File: src/heat_stencil_3d_step_assert.svh
// Assertion macros shared by the stencil RTL.
// Each macro expects signals named clk and arst_n in the including scope.
`ifndef HEAT_STENCIL_3D_STEP_ASSERT_SVH
`define HEAT_STENCIL_3D_STEP_ASSERT_SVH

// Same-cycle implication, checked at every rising edge out of reset.
`define HS3D_ASSERT_NOW(label, ante, cons, msg) \
	label: assert property (@(posedge clk) disable iff (!arst_n) (ante) |-> (cons)) \
		else $error(msg);

// Next-cycle implication, checked at every rising edge out of reset.
`define HS3D_ASSERT_NEXT(label, ante, cons, msg) \
	label: assert property (@(posedge clk) disable iff (!arst_n) (ante) |=> (cons)) \
		else $error(msg);

`endif

File: src/hs3d_pkg.sv
// Shared types and constants for the 3D heat stencil block.
// No dependencies; imported by every module of the block.
package hs3d_pkg;

	// Default parameter values.
	localparam int MAX_X_DEF     = 64;
	localparam int MAX_Y_DEF     = 64;
	localparam int MAX_Z_DEF     = 1024;
	localparam int TEMP_BITS_DEF = 24;

	// Configuration register indexes.
	typedef enum logic [2:0] {
		CFG_SIZE_X    = 3'd0,
		CFG_SIZE_Y    = 3'd1,
		CFG_SIZE_Z    = 3'd2,
		CFG_HEAT_X    = 3'd3,
		CFG_HEAT_Y    = 3'd4,
		CFG_HEAT_Z    = 3'd5,
		CFG_HEAT_EN   = 3'd6,
		CFG_GAIN      = 3'd7
	} cfg_reg_t;

	localparam int CFG_DATA_W = 16;

	// Register reset values.
	localparam logic [6:0]  SIZE_X_RST  = 7'd10;
	localparam logic [6:0]  SIZE_Y_RST  = 7'd10;
	localparam logic [10:0] SIZE_Z_RST  = 11'd10;
	localparam logic [5:0]  HEAT_X_RST  = 6'd2;
	localparam logic [5:0]  HEAT_Y_RST  = 6'd2;
	localparam logic [9:0]  HEAT_Z_RST  = 10'd2;
	localparam logic        HEAT_EN_RST = 1'b1;
	localparam logic [15:0] GAIN_RST    = 16'd10922;

	// Gain is Q0.16; rounding adds half an output LSB before the shift.
	localparam int GAIN_FRAC  = 16;
	localparam int ROUND_HALF = 32768;

	// Result queue depth; it also bounds the results in flight.
	localparam int OUT_DEPTH = 8;

endpackage

File: src/hs3d_out_fifo.sv
// Result queue between the stencil pipeline and the output stream.
// Depends on hs3d_pkg for the queue depth.
module hs3d_out_fifo #(
	parameter int WIDTH = 25
) (
	input  logic             clk,
	input  logic             arst_n,
	input  logic             push,
	input  logic [WIDTH-1:0] push_data,
	output logic             valid,
	input  logic             ready,
	output logic [WIDTH-1:0] data
);
	import hs3d_pkg::*;

	localparam int PTRW = $clog2(OUT_DEPTH);
	localparam int CNTW = $clog2(OUT_DEPTH + 1);

	logic [WIDTH-1:0] entry_q [OUT_DEPTH];
	logic [PTRW-1:0]  wr_ptr_q;
	logic [PTRW-1:0]  rd_ptr_q;
	logic [CNTW-1:0]  count_q;
	logic             pop;

	// The head entry is shown whenever the queue holds anything.
	assign valid = (count_q != '0);
	assign data  = entry_q[rd_ptr_q];
	assign pop   = valid && ready;

	// Entry storage.
	always_ff @(posedge clk) begin
		if (push) begin
			entry_q[wr_ptr_q] <= push_data;
		end
	end

	// Pointers and fill count.
	always_ff @(posedge clk or negedge arst_n) begin
		if (!arst_n) begin
			wr_ptr_q <= '0;
			rd_ptr_q <= '0;
			count_q  <= '0;
		end else begin
			if (push) begin
				wr_ptr_q <= wr_ptr_q + PTRW'(1);
			end
			if (pop) begin
				rd_ptr_q <= rd_ptr_q + PTRW'(1);
			end
			count_q <= count_q + CNTW'(push) - CNTW'(pop);
		end
	end

endmodule

File: config.mk
export PLATFORM = sky130hd
export DESIGN_NAME = hs3d_out_fifo
export DESIGN_NICKNAME = d
export VERILOG_FILES = /design/src/heat_stencil_3d_step_assert.svh /design/src/hs3d_pkg.sv /design/src/hs3d_out_fifo.sv
export SDC_FILE = /design/constraint.sdc
export NUM_CORES = 1
export LEC_CHECK = 0
export ABC_AREA = 0
export BUFFER_PORTS_ARGS = -buffer_cell sky130_fd_sc_hd__buf_2
export CAP_MARGIN = 20
export CORE_AREA = 2 2 139 141
export CTS_CLUSTER_DIAMETER = 60
export DETAILED_ROUTE_END_ITERATION = 10
export DIE_AREA = 0 0 141 143
export GPL_TIMING_DRIVEN = 0
export HOLD_SLACK_MARGIN = 0.08
export MAX_ROUTING_LAYER = met4
export SETUP_SLACK_MARGIN = 0.1
export SLEW_MARGIN = 0
export SYNTH_ARGS = -nofsm -noshare
export SYNTH_HDL_FRONTEND = slang
export SYNTH_SLANG_ARGS = --single-unit
File: constraint.sdc
create_clock -name clk -period 2.5 [get_ports clk]
set_input_delay 0.25 -clock clk [delete_from_list [all_inputs] [get_ports clk]]
set_output_delay 0.25 -clock clk [all_outputs]
set_load 0.005 [all_outputs]
# [After elaboration in Yosys (flattened, before gate mapping)]
# Memory sizes are Yosys's and may differ from the RTL's.
# Index checks and enable logic that the tools add are counted.
[totals] regBits=10 ramBits=200 in_bits=29 out_inout_bits=26 wordCells=12 memories=1
[mem_list] name="entry_q" depth=8 word_bits=25 read_ports=1 rd_clocked_by_memory_dff=0 write_ports=1 line="hs3d_out_fifo.sv:19" source="logic [WIDTH-1:0] entry_q [OUT_DEPTH];"
[classes] addsub=4 mux=2 n_reduce_logical=2
[ops] op="$add 3x1->3 const B" count=2
[ops] op="$add 4x1->4" count=1
[ops] op="$reduce_bool 4->1" count=1
[ops] op="$sub 4x1->4" count=1
[ops] op="$mux 1" count=2
[ops] op="$logic_and 1x1->1" count=1

# [Longest topological paths before layout]
[depth] ltp_word=3 ltp_mapped=11 ltp_nobuf=11

# [Worst setup path before layout]
# No wires, ideal clock.
[synth_path] kind="register to register" startpoint="reg wr_ptr_q[1]" endpoint="mem entry_q[0][0] (enable)" setup_time_ps=438 t_arrival_ps=2310 required_ps=2062 path_slack_ps=-248 path_stages_with_launch=3 n_path_buf=0 period_less_slack_ps=2748 cell_sequence="dfrtp_1 nand2b_1 nor3_1"
[synth_rtl] element="start, declared" line="hs3d_out_fifo.sv:20" source="logic [PTRW-1:0] wr_ptr_q;"
[synth_rtl] element="start signal, assigned" line="hs3d_out_fifo.sv:45" source="wr_ptr_q <= wr_ptr_q + PTRW'(1);"
[synth_rtl] element="end, declared" line="hs3d_out_fifo.sv:19"
# No word-level cell before the write port.

# [Final worst setup path]
[layout_path] startpoint="reg rd_ptr_q[0]" endpoint="out data[23]"
[layout_via] elab_chain_cells=1
[layout_lines] element="start, declared" line="hs3d_out_fifo.sv:21" source="logic [PTRW-1:0] rd_ptr_q;"
[layout_lines] element="start signal, assigned" line="hs3d_out_fifo.sv:48" source="rd_ptr_q <= rd_ptr_q + PTRW'(1);"
[layout_lines] element="$mem_v2 8x25"
[layout_lines] element="end, declared" line="hs3d_out_fifo.sv:12" source="output logic [WIDTH-1:0] data"
# No other way between the ends.

==> results by group <==
Cells and area
  • Antenna cells: 0
  • Layout Nets: between 500 and 600
  • Final Cell Area: between 10000 and 15000 um^2
  • Layout area overhead: 26.8%
  • Final core utilization: a little under three fifths
  • Non-filler cells, final: 722
  • Fraction of layout cells with a size suffix above 1: ~43%

Timing
  • Final hold vios: 0
  • Fin crit period: between 2 and 2.5 ns
  • Hold WS: 0.133 ns
  • Final Max Slew Viols: 0
  • Final setup viols: 0
  • Slew HR: 58.3%
  • Slew of the pin with the lowest slew margin: 0.624 ns
  • RSZ-0062 raised after global routing: true
  • F_max: about 410 MHz
  • Ratio of final minimum period to clock period: 98.4%
  • Skew final: about 0.0085 ns

Critical path
  • Worst setup path class: reg -> out
  • CP startpoint kind: flop
  • Critical Path Sink Type: output port
  • Critical path required time: about 2.3 ns
  • WP data arrival: between 2 and 2.5 ns
  • Worst-path fanout max: 5

Logic synthesis
  • Synth Warn #: 0
  • Post-Syn Instances: approximately 340
  • Flop and latch count out of synthesis: between 200 and 250
  • Syn Area/Cell: 24.0 um^2
  • Mapped Nets: about 380
  • Synth unique cells: 21
  • Synthesized cell area: approximately 8300 um^2
  • Seq/Total Area, Yosys: 75.8%

Clock tree
  • Clock root cell: clkbuf_16
  • CTS max path bufs: 3
  • Number of H-tree levels: 1
  • Clk pin slew, worst setup/hold paths: approximately 0.060 ns
  • CTS buffer count: 23
  • Clk sinks: 210
  • Clk Latency, worst-skew pair: slightly above 0.5 ns
  • TritonCTS clock tree: done

Routing
  • Initial DRC count: between 200 and 300
  • Routed len/inst: about 23 um
  • Vias: roughly 3800
  • Total wire length: 16.5 mm
  • Post-route DRC: 0
  • Via density: roughly 5.3
  • Antenna viol nets, final: 0
  • DRT Pass-1 Iters: 4

Placed design
  • Port Buf Inserts: 54
  • Cell Area, Placed: 9120 um^2
  • Post-placement cell count: between 600 and 700
  • Hpwl dp: approximately 9.7 mm
  • RePlAce Congestion: about 0.74

Die
  • Die area: just over 20000 um^2
  • Die X: 141 um
  • Row count: 50
  • Starting Density: roughly 44%
  • Core box area: around 19000 um^2
  • Die Height: approximately 140 um
  • # IOs: 55

Pwr
  • Peak VDD IR: 0.000535 V
  • Power Total: 12.6 mW
  • LEAKAGE: ~3.7 nW
  • P per Cell Area: 1200 nW/um^2

Flow run
  • Max-cap check violation count: 0

Global routing
  • Global-route track usage on met1: between 20% and 30%
  • Global route hottest layer: met2
  • Total congestion overflow: 0
  • First-pass GRT wire length: ~25 mm
  • Met2 Use GR: about 30%
  • Initial antenna violation count: 0
  • Met3 Track Usage GR: under 10%
  • GRT Util Overall: 17.4%
  • Largest net degree at the start of global routing: 20
  • Vias in the first global route: slightly above 4000

Min path
  • Hold Crit Class: in -> async

Status
  • Result of the run: completed
## metal layers
metal	vias to the layer above	routed length (um)
met5	-	0
met1	2007	7120
li1	1697	-
met4	0	278
met3	28	750
met2	100	8390
## cell families (layout without fill, tap and decap cells)
kind of cell,Yosys count,after routing,share of synthesized area [%]
flops,210,210,75.8
mux,77,77,19.5
buf+inv,24,168,1.64
simple gates,17,17,0.970
fa+ha+maj,8,8,1.30
xor+xnor,6,6,0.636
compound gates,2,2,0.151
## per-stage QoR
step                      setup TNS [ns]  setup slack [ns]
after floorplan                        0             0.177
after global placement           -138.19            -0.818
after detailed placement               0           0.00902
after CTS                        -0.0141           -0.0141
after global routing             -0.0822           -0.0133
final                                  0            0.0400
## cell usage in the layout (no fill, tap or decap), types with 2 or more instances in the layout
| cell type | instances |
|---|---|
| edfxtp_1 | 200 |
| mux4_2 | 41 |
| buf_2 | 36 |
| dlygate4sd3_1 | 28 |
| clkbuf_16 | 27 |
| mux2_4 | 20 |
| buf_6 | 19 |
| mux4_1 | 9 |
| dfrtp_1 | 9 |
| inv_1 | 7 |
| buf_12 | 7 |
| mux2_2 | 7 |
| nor2_4 | 6 |
| clkinv_2 | 6 |
| buf_16 | 6 |
| buf_4 | 6 |
| ha_1 | 5 |
| clkbuf_8 | 4 |
| xnor2_1 | 4 |
| clkbuf_4 | 3 |
| nand2_1 | 3 |
| nand2b_1 | 3 |
| bufinv_16 | 3 |
| buf_8 | 3 |
| inv_2 | 2 |
| clkbuf_2 | 2 |
| xor2_1 | 2 |
| nor3_4 | 2 |
| ha_2 | 2 |
| inv_6 | 2 |
| clkinvlp_4 | 2 |
| clkbuf_1 | 2 |
| clkinv_1 | 2 |
## cells in the mapped netlist
library cell | number | area, um^2
nand3_1 | 1 | 5.00
mux4_2 | 1 | 22.5
inv_1 | 9 | 33.8
buf_6 | 6 | 67.6
clkbuf_1 | 8 | 30.0
nor2_1 | 6 | 22.5
a21o_1 | 1 | 7.51
mux2_2 | 27 | 304
mux4_1 | 49 | 1290
buf_1 | 1 | 3.75
ha_1 | 7 | 87.6
fa_1 | 1 | 20.0
edfxtp_1 | 200 | 6010
xnor2_1 | 4 | 35.0
a21oi_1 | 1 | 5.00
nor3_1 | 2 | 10.0
nand2_1 | 4 | 15.0
xor2_1 | 2 | 17.5
dfrtp_1 | 10 | 250
or3b_2 | 1 | 8.76
nand2b_1 | 3 | 18.8
## worst max-delay path, stage by stage, from the launching register on
cell and delay (ns):
dfrtp_2 0.44, buf_12 0.16, buf_12 0.12, mux4_1 0.55, mux2_2 0.30, buf_2 0.13
## where the power goes
part | total (mW) | switching [mW] | internal, mW
sequential | 4.64 | 0.190 | 4.45
combinational | 4.56 | 1.91 | 2.65
clock | 3.37 | 1.34 | 2.04
total | 12.6 | 3.44 | 9.13
## timing repair
action	CTS	global route
hold buffers	28	0
setup buffers	1	5
endpoints found under the hold margin	215	0
pin swaps	0	2
cloned	0	4
endpoints found under the setup margin	28	28
gates resized for setup	91	26
## sequential cells by signal (all words and copies together) (netlist names)
name,count
count_q,4
rd_ptr_q,3
wr_ptr_q,3
entry_q,200
## final cells by class
class / instances / area (um^2)
fill: 1365 / 8110
sequential: 210 / 6260
multi-input combinational: 110 / 1870
timing repair buffer: 102 / 1040
clock buffer: 26 / 597
tap: 234 / 293
buffer: 15 / 199
clock inverter: 16 / 169
inverter: 9 / 33.8
## final timing paths
check | startpoint | to | slack [ns] | cells past startpoint
setup / recovery | rd_ptr_q[0] | data[23] | 0.04 | 5
hold / removal | arst_n | wr_ptr_q[2] | 0.13 | 2
setup reg to reg | count_q[2] | count_q[1] | 0.20 | 11
hold reg to reg | wr_ptr_q[1] | wr_ptr_q[1] | 0.56 | 1
max in group asynchronous | arst_n | rd_ptr_q[0] | 2.15 | 2
min in group clk | push_data[2] | entry_q[1][2] | 0.54 | 2
No activity file was read; power rests on OpenSTA's default activity.
